**config.mk**
```make
export PLATFORM = sky130hd
export DESIGN_NAME = button_gesture_detector
export DESIGN_NICKNAME = d
export VERILOG_FILES = /design/src/sv/bgd_pkg.sv /design/src/sv/bgd_dp.sv /design/src/sv/bgd_ctrl.sv /design/src/sv/button_gesture_detector.sv
export SDC_FILE = /design/constraint.sdc
export NUM_CORES = 1
export LEC_CHECK = 0
export ABC_CLOCK_PERIOD_IN_PS = 29200
export BUFFER_PORTS_ARGS = -buffer_cell sky130_fd_sc_hd__buf_4
export CAP_MARGIN = 15
export CORE_MARGIN = 2
export CORE_UTILIZATION = 60
export DETAILED_ROUTE_END_ITERATION = 10
export PLACE_DENSITY = 0.77
export SLEW_MARGIN = 20
export SYNTH_ARGS = -nofsm -noshare
export SYNTH_HDL_FRONTEND = slang
export SYNTH_HIERARCHICAL = 1
export SYNTH_SLANG_ARGS = --single-unit
```
**constraint.sdc**
```tcl
create_clock -name clk -period 29.2 [get_ports clk]
set_input_delay 1.46 -clock clk [delete_from_list [all_inputs] [get_ports clk]]
set_output_delay 1.46 -clock clk [all_outputs]
set_load 0.02 [all_outputs]
```
**src/sv/bgd_pkg.sv**
```systemverilog
// Shared types and constants for the button gesture detector.
// Used by bgd_ctrl, bgd_dp and button_gesture_detector; depends on nothing.
`default_nettype none

package bgd_pkg;

    localparam int BUTTON_COUNT = 8;
    localparam int GROUP_COUNT  = 4;

    localparam int BTN_W   = 3;
    localparam int GRP_W   = 2;
    localparam int TIME_W  = 32;
    localparam int CNT_W   = 9;
    localparam int TAP_W   = 8;
    localparam int CFG_W   = 16;
    localparam int CFG_A_W = 3;

    // Configuration register indexes
    localparam logic [CFG_A_W-1:0] REG_ENABLE_MASK     = 3'd0;
    localparam logic [CFG_A_W-1:0] REG_ACTIVE_LOW_MASK = 3'd1;
    localparam logic [CFG_A_W-1:0] REG_GROUP_MAP       = 3'd2;
    localparam logic [CFG_A_W-1:0] REG_POLL_INTERVAL   = 3'd3;
    localparam logic [CFG_A_W-1:0] REG_CLICK_MAX       = 3'd4;
    localparam logic [CFG_A_W-1:0] REG_LONG_PRESS_MIN  = 3'd5;

    typedef enum logic [1:0] {
        EV_PRESSED  = 2'd0,
        EV_RELEASED = 2'd1,
        EV_CLICKED  = 2'd2,
        EV_LONG     = 2'd3
    } ev_kind_t;

    typedef struct packed {
        logic [BTN_W-1:0]  idx;
        ev_kind_t          kind;
        logic [TIME_W-1:0] elapsed;
        logic [CNT_W-1:0]  count;
    } bgd_event_t;

    // Controller to datapath
    typedef struct packed {
        logic             start;
        logic             push;
        logic             push_sel;
        logic             commit;
        logic             flush;
        logic [BTN_W-1:0] btn;
    } bgd_cmd_t;

    // Datapath to controller
    typedef struct packed {
        logic [1:0] ev_cnt;
        logic       p_vld;
        logic       out_free;
    } bgd_status_t;

endpackage

`default_nettype wire

```
**src/sv/bgd_dp.sv**
```systemverilog
// Datapath: configuration registers, millisecond clock, per-button and group
// state, event evaluation, pending beat and output register. Uses bgd_pkg.
`default_nettype none

module bgd_dp
    import bgd_pkg::*;
(
    input  wire logic                    clk,
    input  wire logic                    rst_n,
    input  wire logic                    cfg_we,
    input  wire logic [CFG_A_W-1:0]      cfg_index,
    input  wire logic [CFG_W-1:0]        cfg_data,
    input  wire logic [BUTTON_COUNT-1:0] raw_levels,
    input  wire bgd_cmd_t                cmd,
    output bgd_status_t                  st,
    input  wire logic                    out_stall,
    output logic                         out_valid,
    output bgd_event_t                   out_ev,
    output logic                         out_last
);

    logic [BUTTON_COUNT-1:0]          enable_reg;
    logic [BUTTON_COUNT-1:0]          active_low_reg;
    logic [BUTTON_COUNT-1:0][GRP_W-1:0] group_map_reg;
    logic [9:0]                       poll_reg;
    logic [15:0]                      click_max_reg;
    logic [15:0]                      long_min_reg;

    logic [TIME_W-1:0] clock_reg;
    logic [BUTTON_COUNT-1:0] raw_reg;

    logic              pressed_reg [BUTTON_COUNT];
    logic [TIME_W-1:0] changed_reg [BUTTON_COUNT];
    logic [TAP_W-1:0]  tap_reg     [BUTTON_COUNT];
    logic              long_reg    [BUTTON_COUNT];
    logic [TIME_W-1:0] tapdur_reg  [BUTTON_COUNT];
    logic              gvalid_reg  [GROUP_COUNT];
    logic [BTN_W-1:0]  glast_reg   [GROUP_COUNT];

    logic              p_vld_reg;
    bgd_event_t        p_ev_reg;
    logic              o_vld_reg;
    bgd_event_t        o_ev_reg;
    logic              o_last_reg;

    logic [BUTTON_COUNT-1:0] en_rise;
    logic [BTN_W-1:0]  b;
    logic              en;
    logic              pr;
    logic [TIME_W-1:0] delta;
    logic [GRP_W-1:0]  g_raw;
    logic [GRP_W-1:0]  g;
    logic              is_last;
    logic              out_free;
    logic              o_load;

    logic              pressed_next;
    logic              chg_upd;
    logic [TAP_W-1:0]  tap_next;
    logic [TIME_W-1:0] tapdur_next;
    logic              long_next;
    logic              grp_upd;
    logic [1:0]        ev_cnt;
    bgd_event_t        ev0;
    bgd_event_t        ev1;
    bgd_event_t        ev_sel;

    // Configuration
    always_ff @(posedge clk or negedge rst_n)
    begin
        if (!rst_n)
        begin
            enable_reg     <= '0;
            active_low_reg <= '0;
            group_map_reg  <= '0;
            poll_reg       <= 10'd10;
            click_max_reg  <= 16'd300;
            long_min_reg   <= 16'd1000;
        end
        else if (cfg_we)
        begin
            case (cfg_index)
                REG_ENABLE_MASK:     enable_reg     <= cfg_data[BUTTON_COUNT-1:0];
                REG_ACTIVE_LOW_MASK: active_low_reg <= cfg_data[BUTTON_COUNT-1:0];
                REG_GROUP_MAP:       group_map_reg  <= cfg_data;
                REG_POLL_INTERVAL:   poll_reg       <= cfg_data[9:0];
                REG_CLICK_MAX:       click_max_reg  <= cfg_data;
                REG_LONG_PRESS_MIN:  long_min_reg   <= cfg_data;
                default: ;
            endcase
        end
    end

    // Buttons that get enabled by this write start over from reset values
    assign en_rise = (cfg_we && cfg_index == REG_ENABLE_MASK)
                   ? (cfg_data[BUTTON_COUNT-1:0] & ~enable_reg) : '0;

    always_ff @(posedge clk or negedge rst_n)
    begin
        if (!rst_n)
        begin
            clock_reg <= '0;
        end
        else if (cmd.start)
        begin
            clock_reg <= clock_reg + TIME_W'(poll_reg);
        end
    end

    always_ff @(posedge clk)
    begin
        if (cmd.start)
        begin
            raw_reg <= raw_levels;
        end
    end

    // Evaluate the button being visited
    assign b     = cmd.btn;
    assign en    = enable_reg[b];
    assign pr    = raw_reg[b] ^ active_low_reg[b];
    assign delta = clock_reg - changed_reg[b];
    assign g_raw = group_map_reg[b];
    assign g     = ({1'b0, g_raw} >= (GRP_W+1)'(GROUP_COUNT))
                 ? GRP_W'(GROUP_COUNT - 1) : g_raw;
    assign is_last = gvalid_reg[g] && (glast_reg[g] == b);

    always_comb
    begin
        pressed_next = pressed_reg[b];
        chg_upd      = 1'b0;
        tap_next     = tap_reg[b];
        tapdur_next  = tapdur_reg[b];
        long_next    = long_reg[b];
        grp_upd      = 1'b0;
        ev_cnt       = 2'd0;
        ev0 = '{idx: b, kind: EV_PRESSED, elapsed: delta, count: CNT_W'(1)};
        ev1 = '{idx: b, kind: EV_CLICKED, elapsed: delta, count: CNT_W'(1)};
        if (en)
        begin
            if (pressed_reg[b] != pr)
            begin
                pressed_next = pr;
                chg_upd      = 1'b1;
                ev_cnt       = 2'd1;
                if (!pr)
                begin
                    ev0.kind = EV_RELEASED;
                    if (delta < TIME_W'(click_max_reg))
                    begin
                        if (tap_reg[b] != '1)
                        begin
                            tap_next = tap_reg[b] + TAP_W'(1);
                        end
                        tapdur_next = delta;
                    end
                    else if (long_reg[b] && is_last)
                    begin
                        // slow release: immediate click
                        ev_cnt   = 2'd2;
                        tap_next = '0;
                    end
                end
                else
                begin
                    ev0.kind  = EV_PRESSED;
                    grp_upd   = 1'b1;
                    long_next = 1'b1;
                end
            end
            else if (pr)
            begin
                if (delta > TIME_W'(long_min_reg) && long_reg[b])
                begin
                    ev_cnt      = 2'd1;
                    ev0.kind    = EV_LONG;
                    ev0.elapsed = '0;
                    ev0.count   = CNT_W'(tap_reg[b]) + CNT_W'(1);
                    long_next   = 1'b0;
                end
            end
            else if (delta > TIME_W'(click_max_reg) && tap_reg[b] != '0)
            begin
                // quiet gap over: report the multi-click
                if (long_reg[b] && is_last)
                begin
                    ev_cnt      = 2'd1;
                    ev0.kind    = EV_CLICKED;
                    ev0.elapsed = (tap_reg[b] == TAP_W'(1)) ? tapdur_reg[b] : '0;
                    ev0.count   = CNT_W'(tap_reg[b]);
                end
                tap_next = '0;
            end
        end
    end

    always_ff @(posedge clk or negedge rst_n)
    begin
        if (!rst_n)
        begin
            for (int i = 0; i < BUTTON_COUNT; i++)
            begin
                pressed_reg[i] <= 1'b0;
                changed_reg[i] <= '0;
                tap_reg[i]     <= '0;
                long_reg[i]    <= 1'b1;
                tapdur_reg[i]  <= '0;
            end
        end
        else
        begin
            for (int i = 0; i < BUTTON_COUNT; i++)
            begin
                if (en_rise[i])
                begin
                    pressed_reg[i] <= 1'b0;
                    changed_reg[i] <= '0;
                    tap_reg[i]     <= '0;
                    long_reg[i]    <= 1'b1;
                    tapdur_reg[i]  <= '0;
                end
                else if (cmd.commit && b == BTN_W'(i))
                begin
                    pressed_reg[i] <= pressed_next;
                    if (chg_upd)
                    begin
                        changed_reg[i] <= clock_reg;
                    end
                    tap_reg[i]    <= tap_next;
                    long_reg[i]   <= long_next;
                    tapdur_reg[i] <= tapdur_next;
                end
            end
        end
    end

    always_ff @(posedge clk or negedge rst_n)
    begin
        if (!rst_n)
        begin
            for (int j = 0; j < GROUP_COUNT; j++)
            begin
                gvalid_reg[j] <= 1'b0;
                glast_reg[j]  <= '0;
            end
        end
        else if (cmd.commit && grp_upd)
        begin
            gvalid_reg[g] <= 1'b1;
            glast_reg[g]  <= b;
        end
    end

    // Pending beat and output register: the pending beat moves out once the
    // next event shows up, or at the end of the tick marked as last.
    assign ev_sel   = cmd.push_sel ? ev1 : ev0;
    assign out_free = !o_vld_reg || !out_stall;
    assign o_load   = (cmd.push && p_vld_reg) || cmd.flush;

    always_ff @(posedge clk or negedge rst_n)
    begin
        if (!rst_n)
        begin
            p_vld_reg <= 1'b0;
            o_vld_reg <= 1'b0;
        end
        else
        begin
            if (cmd.push)
            begin
                p_vld_reg <= 1'b1;
            end
            else if (cmd.flush)
            begin
                p_vld_reg <= 1'b0;
            end
            if (o_load)
            begin
                o_vld_reg <= 1'b1;
            end
            else if (!out_stall)
            begin
                o_vld_reg <= 1'b0;
            end
        end
    end

    always_ff @(posedge clk)
    begin
        if (cmd.push)
        begin
            p_ev_reg <= ev_sel;
        end
        if (o_load)
        begin
            o_ev_reg   <= p_ev_reg;
            o_last_reg <= cmd.flush;
        end
    end

    assign st.ev_cnt   = ev_cnt;
    assign st.p_vld    = p_vld_reg;
    assign st.out_free = out_free;

    assign out_valid = o_vld_reg;
    assign out_ev    = o_ev_reg;
    assign out_last  = o_last_reg;

`ifndef ASSERT_OFF
    a_push_room: assert property (@(posedge clk) disable iff (!rst_n)
        (cmd.push && p_vld_reg) |-> out_free)
        else $error("pending beat pushed while output register is blocked");

    a_flush_room: assert property (@(posedge clk) disable iff (!rst_n)
        cmd.flush |-> (p_vld_reg && out_free && !cmd.push))
        else $error("flush without a pending beat or without room");
`endif

endmodule

`default_nettype wire

```
**src/sv/bgd_ctrl.sv**
```systemverilog
// Controller: accepts a tick, sweeps the buttons in index order and issues
// push, commit and flush commands to bgd_dp. Uses bgd_pkg.
`default_nettype none

module bgd_ctrl
    import bgd_pkg::*;
(
    input  wire logic        clk,
    input  wire logic        rst_n,
    input  wire logic        in_valid,
    output logic             in_stall,
    input  wire bgd_status_t st,
    output bgd_cmd_t         cmd
);

    typedef enum logic [1:0] {
        S_IDLE,
        S_EVAL,
        S_FLUSH
    } state_t;

    state_t           state_reg;
    state_t           state_next;
    logic [BTN_W-1:0] btn_reg;
    logic [BTN_W-1:0] btn_next;
    logic             sub_reg;
    logic             sub_next;
    logic             can_push;
    logic             last_btn;

    assign in_stall = (state_reg != S_IDLE);
    assign can_push = !st.p_vld || st.out_free;
    assign last_btn = (btn_reg == BTN_W'(BUTTON_COUNT - 1));

    always_comb
    begin
        state_next   = state_reg;
        btn_next     = btn_reg;
        sub_next     = sub_reg;
        cmd.start    = 1'b0;
        cmd.push     = 1'b0;
        cmd.push_sel = sub_reg;
        cmd.commit   = 1'b0;
        cmd.flush    = 1'b0;
        cmd.btn      = btn_reg;
        case (state_reg)
            S_IDLE:
            begin
                if (in_valid)
                begin
                    cmd.start  = 1'b1;
                    btn_next   = '0;
                    sub_next   = 1'b0;
                    state_next = S_EVAL;
                end
            end
            S_EVAL:
            begin
                if (st.ev_cnt == 2'd0)
                begin
                    cmd.commit = 1'b1;
                end
                else if (can_push)
                begin
                    cmd.push = 1'b1;
                    // commit once the last event of this button is out
                    if ({1'b0, sub_reg} == st.ev_cnt - 2'd1)
                    begin
                        cmd.commit = 1'b1;
                        sub_next   = 1'b0;
                    end
                    else
                    begin
                        sub_next = 1'b1;
                    end
                end
                if (cmd.commit)
                begin
                    if (last_btn)
                    begin
                        state_next = S_FLUSH;
                    end
                    else
                    begin
                        btn_next = btn_reg + BTN_W'(1);
                    end
                end
            end
            S_FLUSH:
            begin
                if (!st.p_vld)
                begin
                    state_next = S_IDLE;
                end
                else if (st.out_free)
                begin
                    cmd.flush  = 1'b1;
                    state_next = S_IDLE;
                end
            end
            default:
            begin
                state_next = S_IDLE;
            end
        endcase
    end

    always_ff @(posedge clk or negedge rst_n)
    begin
        if (!rst_n)
        begin
            state_reg <= S_IDLE;
            btn_reg   <= '0;
            sub_reg   <= 1'b0;
        end
        else
        begin
            state_reg <= state_next;
            btn_reg   <= btn_next;
            sub_reg   <= sub_next;
        end
    end

`ifndef ASSERT_OFF
    a_idle_drained: assert property (@(posedge clk) disable iff (!rst_n)
        (state_reg == S_IDLE) |-> !st.p_vld)
        else $error("pending beat left over after tick");
`endif

endmodule

`default_nettype wire

```
**src/sv/button_gesture_detector.sv**
```systemverilog
// Button gesture detector top level: bgd_ctrl sequencer plus bgd_dp datapath.
// Depends on bgd_pkg, bgd_ctrl and bgd_dp.
//
//   channel   handshake              payload
//   -------   --------------------   ----------------------------------------
//   in        in_valid / in_stall    raw_levels
//   out       out_valid / out_stall  button_index, event_kind, elapsed_ms,
//                                    click_total, last_of_tick
//   cfg       cfg_we                 cfg_index, cfg_data
//
// A tick takes an accept step, one visit per button in index order (8), one more
// step for each button that emits two events, and one closing step. Two events
// need the button to be the last pressed in its group, so at most one button
// per group (4) adds a step to the controller's sweep.
// Reset clears all state at once, but for the sampled levels and the event payload registers; no clearing pass.
// Output stall holds the sweep only when the pending beat cannot move out.
`default_nettype none

module button_gesture_detector
    import bgd_pkg::*;
(
    input  wire logic                    clk,
    input  wire logic                    rst_n,
    input  wire logic                    cfg_we,
    input  wire logic [CFG_A_W-1:0]      cfg_index,
    input  wire logic [CFG_W-1:0]        cfg_data,
    input  wire logic                    in_valid,
    output logic                         in_stall,
    input  wire logic [BUTTON_COUNT-1:0] raw_levels,
    output logic                         out_valid,
    input  wire logic                    out_stall,
    output logic [BTN_W-1:0]             button_index,
    output logic [1:0]                   event_kind,
    output logic [TIME_W-1:0]            elapsed_ms,
    output logic [CNT_W-1:0]             click_total,
    output logic                         last_of_tick
);

    bgd_cmd_t    cmd;
    bgd_status_t st;
    bgd_event_t  out_ev;

    bgd_ctrl u_ctrl (
        .clk      (clk),
        .rst_n    (rst_n),
        .in_valid (in_valid),
        .in_stall (in_stall),
        .st       (st),
        .cmd      (cmd)
    );

    bgd_dp u_dp (
        .clk        (clk),
        .rst_n      (rst_n),
        .cfg_we     (cfg_we),
        .cfg_index  (cfg_index),
        .cfg_data   (cfg_data),
        .raw_levels (raw_levels),
        .cmd        (cmd),
        .st         (st),
        .out_stall  (out_stall),
        .out_valid  (out_valid),
        .out_ev     (out_ev),
        .out_last   (last_of_tick)
    );

    assign button_index = out_ev.idx;
    assign event_kind   = out_ev.kind;
    assign elapsed_ms   = out_ev.elapsed;
    assign click_total  = out_ev.count;

endmodule

`default_nettype wire
```
; ---- Word level (Yosys, flattened, before mapping)
; Index checks and enable logic that the tools add are counted.
[classes]
reduce_logical = 65
n_lt_le_gt_ge = 7
bitwise = 7
n_mux = 191
eq_ne = 27
addsub = 6
[op_table]
columns = cell, n
row1 = 2-to-1 mux 32 bit, 42
row2 = 2-to-1 mux 8 bit, 27
row3 = 2-to-1 mux 43 bit, 5
row4 = binary-select mux 32 bit (select 3 bit), 2
row5 = 2-to-1 mux 41 bit, 2
row6 = 2-to-1 mux 1 bit, 78
row7 = greater-than comparator 32 x 16 -> 1 bit, 2
row8 = nonzero test 2 bit, 19
row9 = adder 32 x 10 -> 32 bit, 1
row10 = less-than comparator 32 x 16 -> 1 bit, 1
row11 = subtractor 32 bit, 1
row12 = 2-to-1 mux 2 bit, 14
row13 = AND reduction 2 bit, 14
row14 = binary-select mux 8 bit (select 3 bit), 1
row15 = equality test 3 bit (second input constant), 6
row16 = 2-to-1 mux 3 bit, 6
row17 = logical AND 1 bit, 16
row18 = binary-select mux 1 bit (select 3 bit), 5
row19 = bitwise mux 12 bit, 1
row20 = equality test 3 x 2 -> 1 bit (second input constant), 4
row21 = AND reduction 4 bit, 3
row22 = adder 8 x 1 -> 9 bit (second input constant), 1
row23 = adder 8 x 1 -> 8 bit (second input constant), 1
row24 = AND 8 bit, 1
row25 = other kinds (38), 50
[totals]
reg_bits = 823
word_cells = 381
in_bits = 32
out_inout_bits = 49

; ---- Longest topological paths before layout
[logic_depth]
ltp_word = 24
mapped_depth = 42

; ---- Modules after synthesis
; The synthesis kept the hierarchy.
[by_module_without_submodules]
columns = module, n_inst, area_each_um2, seq_area_each_um2, cells_per_inst
row1 = bgd_dp, 1, 40468.8, 20975.1, 3990
row2 = bgd_ctrl, 1, 407.9, 150.1, 43

; ---- Worst setup path after synthesis
; Ideal clock, no wire load.
[synth_timing]
path_type = register to register
startpoint = register u_ctrl.btn_reg[0]
endpoint = register u_dp.o_ev_reg, in the netlist u_dp/out_ev[0] (enable)
setup_slack_ns = 16.481
path_stages_with_launch = 36
arrival_ns = 12.313
t_required_ns = 28.794
n_path_buf = 10
synth_period_minus_slack_ns = 12.719
path_cell_list = dfrtp_1 buf_2 buf_4 buf_2 buf_2 buf_2 buf_2 buf_1 mux4_2 mux2i_1 ha_1 clkbuf_1 a21oi_1 o21ai_0 and2_0 clkbuf_1 or3_1 xnor2_1 inv_1 ha_1 nand2_1 or3_1 o221ai_1 o22ai_1 a41oi_1 nor4_1 a21boi_0 nor2b_1 clkbuf_1 o21ai_0 o21ai_0 inv_1 ha_1 nor3_1 nand2_1 nand2_1
[synth_rtl]
columns = element, line_no
row1 = start: declaration, bgd_ctrl.sv:24  ; logic [BTN_W-1:0] btn_reg;
row2 = start signal: assignment, bgd_ctrl.sv:119  ; btn_reg <= btn_next;
row3 = end signal: assignment, bgd_dp.sv:296  ; o_ev_reg <= p_ev_reg;
row4 = end: declaration, bgd_dp.sv:43  ; bgd_event_t o_ev_reg;

==> metrics.md <==
| Metric | Value |
|---|---|
| Port Buf Inserts | `80` |
| Initial antenna violation count | `4` |
| Core area | `~67000 um^2` |
| Post-Layout Cell Count | `about 5000` |
| Final setup vio count | `0` |
| Seq/Total Area, Yosys | `around half` |
| Reg2Reg Depth | `33` |
| Initial Util | `60.8%` |
| Min setup slack post-route | `~18000 ps` |
| Post-Layout Inst Area | `about 45000 um^2` |
| Routed len/inst | `~25 um` |
| Commonest non-fill, non-tap cell in the layout | `nand2_1` |
| Post-place instance area | `42100 um^2` |
| Crit Path Max Fanout | `55` |
| Most frequent cells in the layout | `nand2_1 (1098), dfrtp_1 (699), o21ai_0 (362)` |
| Drt pass-1 iters | `8` |
| GRT Overall Usage | `a little over a third` |
| Status | `complete, no violations` |
| # H-tree levels | `3` |
| Hold Buf Count CTS | `0` |
| Pin count of the biggest net entering global routing | `161` |
| Setup Fix Bufs, Post-CTS | `0` |
| Yosys top cell area share | `between 40 and 50%` |
| Placed cells | `4751` |
| Die area | `70200 um^2` |
| Synth warnings | `6` |
| Area growth syn-to-layout | `10.1%` |
| Slew Limit Fails | `0` |
| VDD IR-drop max | `0.0978 mV` |
| Synthesized flop and latch total | `between 800 and 900` |
| Final hold violations | `0` |
| Total CTS buffers | `85` |
| Clock Skews | `between 15 and 20 ps` |
| # rows | `between 90 and 100` |
| Reg2reg setup slack | `about 18000 ps` |
| Critical Path AT | `between 10000 and 15000 ps` |
| Minimum clock period | `approximately 11000 ps` |
| Hold WC Path Type | `flip-flop to flip-flop` |
| Post-Syn Area | `roughly 41000 um^2` |
| Number of clock sinks | `roughly 800` |
| Comb power frac | `between 40% and 50%` |
| Die W | `265 um` |
| Fmax | `a little over 0.09 GHz` |
| Final global-route overflow total | `0` |
| Sw frac | `~43%` |
| Sw power | `about 0.0022 W` |
| Synth Flop Type | `dfrtp_1` |
| Vias | `about 32000` |
| First DRT Iteration DRCs | `around 4200` |
| Via-per-instance ratio | `6.59` |
| Synth area leader | `dfrtp_1` |
| Syn_area_per_cell | `10.1 um^2` |
| Post-cts sizing count | `0` |
| RR Endpoint | `u_dp/changed_reg[161]` |
| Max cap viols | `0` |
| Number of global-route vias before repair | `roughly 32000` |
| Reg2reg start | `u_ctrl/btn_reg[1]` |
| Setup TNS | `0 ps` |
| Pre-CTS setup slack | `around 19000 ps` |
| Crit Path Class | `flip-flop to flip-flop` |
| Dominant cells by area after synthesis | `dfrtp_1 (43%), nand2_1 (10%), mux4_2 (8.9%)` |
| Final GP Congestion | `approximately 1.0` |
| RSZ-0062 raised after global routing | `no` |
| Hold Path Cell Cnt | `0` |
| Hold wc startpoint | `u_dp/p_ev_reg[42]` |
| Worst Hold Path EP | `u_dp/out_ev[42]` |
| Ys async rst share | `roughly 88%` |
| DP HPWL | `a little over 70 mm` |
| Worst-margin pin slew | `around 1200 ps` |
| PwrDens | `between 100 and 150 nW/um^2` |
| Post-synth cell types | `just under 90` |
| Layout cells sized above 1 | `between 15 and 20%` |
| Worst EP required | `about 30000 ps` |
| Crit. End Element | `flip-flop` |
| Synthesized net count | `around 4100` |
| DRT antenna net count | `0` |
| First-pass GRT wire length | `189 mm` |
| Max Buffers Root-to-Sink | `3` |
| Clk pin slew, worst setup/hold paths | `60 ps` |
| EDFF count, synth | `just over 100` |
| Worst path max stage delay | `~840 ps` |
| # IOs | `81` |
| Flop pwr share | `a little under a third` |
| Final nets | `a little over 4000` |
| Cells after synthesis | `4033` |
| Clk root buf | `clkbuf_16` |
| Int Pwr | `between 0.002 and 0.003 W` |
| Period utilization | `between 30% and 40%` |
| Clock share of power | `21.6%` |
| TritonCTS clock tree | `yes` |
| Drt total wl | `approximately 120 mm` |
| Worst-Skew Late Latency | `approximately 640 ps` |
| Slowest stage cell, crit path | `dfrtp_4` |
| Die H | `about 270 um` |
| Slew margin rel. | `19.0%` |
| DRC viols | `0` |
| Leak | `between 15 and 20 nW` |
| Crit start category | `flip-flop` |
## power groups by stage
stage / clock [W] / combinational (W) / sequential [W]
6_report: 0.00113 / 0.00242 / 0.00166
3_5_place_dp: 0 / 0.00234 / 0.00167
3_3_place_gp: 0 / 0.00229 / 0.00166
2_1_floorplan: 0 / 0.00155 / 0.00161
4_1_cts: 0.00113 / 0.00235 / 0.00165
5_1_grt: 0.00118 / 0.00257 / 0.00168
## final cells by class
type                       count  area (um^2)
antenna                        2         5.00
fill                        4950        22300
multi-input combinational   2823        18400
sequential                   823        21100
clock buffer                 124         2470
timing repair buffer         144         1130
clock inverter                34          427
tap                          873         1090
inverter                      88          330
## layer usage
metal / vias to the layer above / routed length, um / track usage, % / share of wire, %
li1: 13900 / - / - / -
met1: 16000 / 46500 / 48.3 / 38
met2: 2086 / 56000 / 54.1 / 46
met3: 387 / 14400 / 8.17 / 12
met4: 2 / 5950 / 17.0 / 4.8
met5: - / 13 / 0 / 0.011
## per-stage QoR
stage | utilization (%) | hold WS [ps] | total power, W
after floorplan | - | 400 | 0.00316
after global placement | 62.6 | 401 | 0.00395
after detailed placement | 62.6 | 405 | 0.00400
after CTS | 66.9 | 416 | 0.00513
after global routing | 66.9 | 420 | 0.00543
final | 66.9 | 416 | 0.00521
## kinds of logic (layout without fill, tap and decap cells)
| logic type | count (synthesis) | in the layout | synth area share, % |
|---|---|---|---|
| multiplexers | 331 | 331 | 13.7 |
| adder cells (fa/ha/maj) | 82 | 82 | 2.55 |
| other | 0 | 2 | 0 |
| flip-flops | 823 | 823 | 51.7 |
| AND/OR/NAND/NOR | 1431 | 1431 | 14.5 |
| XOR/XNOR | 65 | 65 | 1.39 |
| buffers and inverters | 387 | 390 | 3.74 |
| AO/OA/AOI/OAI | 914 | 914 | 12.5 |
## critical path, delay by kind of cell, from the launching register on
| kind | cells | cell delay, ps |
|---|---|---|
| adders and majority gates | 4 | 1290 |
| xor gates and xnor gates | 1 | 730 |
| and+or+nand+nor | 11 | 3120 |
| buffers and inverters | 5 | 1830 |
| AOI/OAI and AO/OA | 10 | 2390 |
| DFF | 1 | 840 |
| muxes | 2 | 510 |
## Yosys cell counts (5+ instances only)
cell	instances
nand4_1	18
nor3_1	32
and4_1	6
nor2_1	99
o21ai_1	5
a21oi_1	340
nand2b_1	14
or2_2	6
edfxtp_1	101
mux2_2	78
inv_1	87
mux2i_2	7
a211oi_1	12
o21a_1	15
and3_1	11
nand3_1	75
o211ai_1	17
nand3b_1	10
a21boi_0	5
xor2_1	22
mux2i_1	74
nor3b_1	9
clkbuf_1	244
and2_1	8
mux4_2	162
dfstp_2	20
nand2_1	1102
or3_1	7
a22oi_1	7
a31oi_1	36
ha_1	80
buf_1	13
o22ai_1	35
o31ai_1	11
dfrtp_1	702
o311ai_0	5
a21o_1	19
mux2i_4	9
o21ai_0	362
nor2b_1	13
xnor2_1	43
buf_4	5
buf_2	34
## how the worst max path moves through the flow
| stage | start | endpoint | slack, ps |
|---|---|---|---|
| CTS | u_ctrl/btn_reg[1] | u_dp/changed_reg[242] | 18650 |
| finish | u_ctrl/btn_reg[1] | u_dp/changed_reg[161] | 18320 |
| global route | u_ctrl/btn_reg[1] | u_dp/changed_reg[178] | 17660 |
| detailed placement | u_ctrl/btn_reg[1] | u_dp/changed_reg[242] | 18740 |
| floorplan | u_ctrl/btn_reg[0] | u_dp/out_ev[0] | 16480 |
| global placement | u_ctrl/btn_reg[1] | u_dp/changed_reg[225] | 19000 |
No activity file was read; power rests on OpenSTA's default activity.
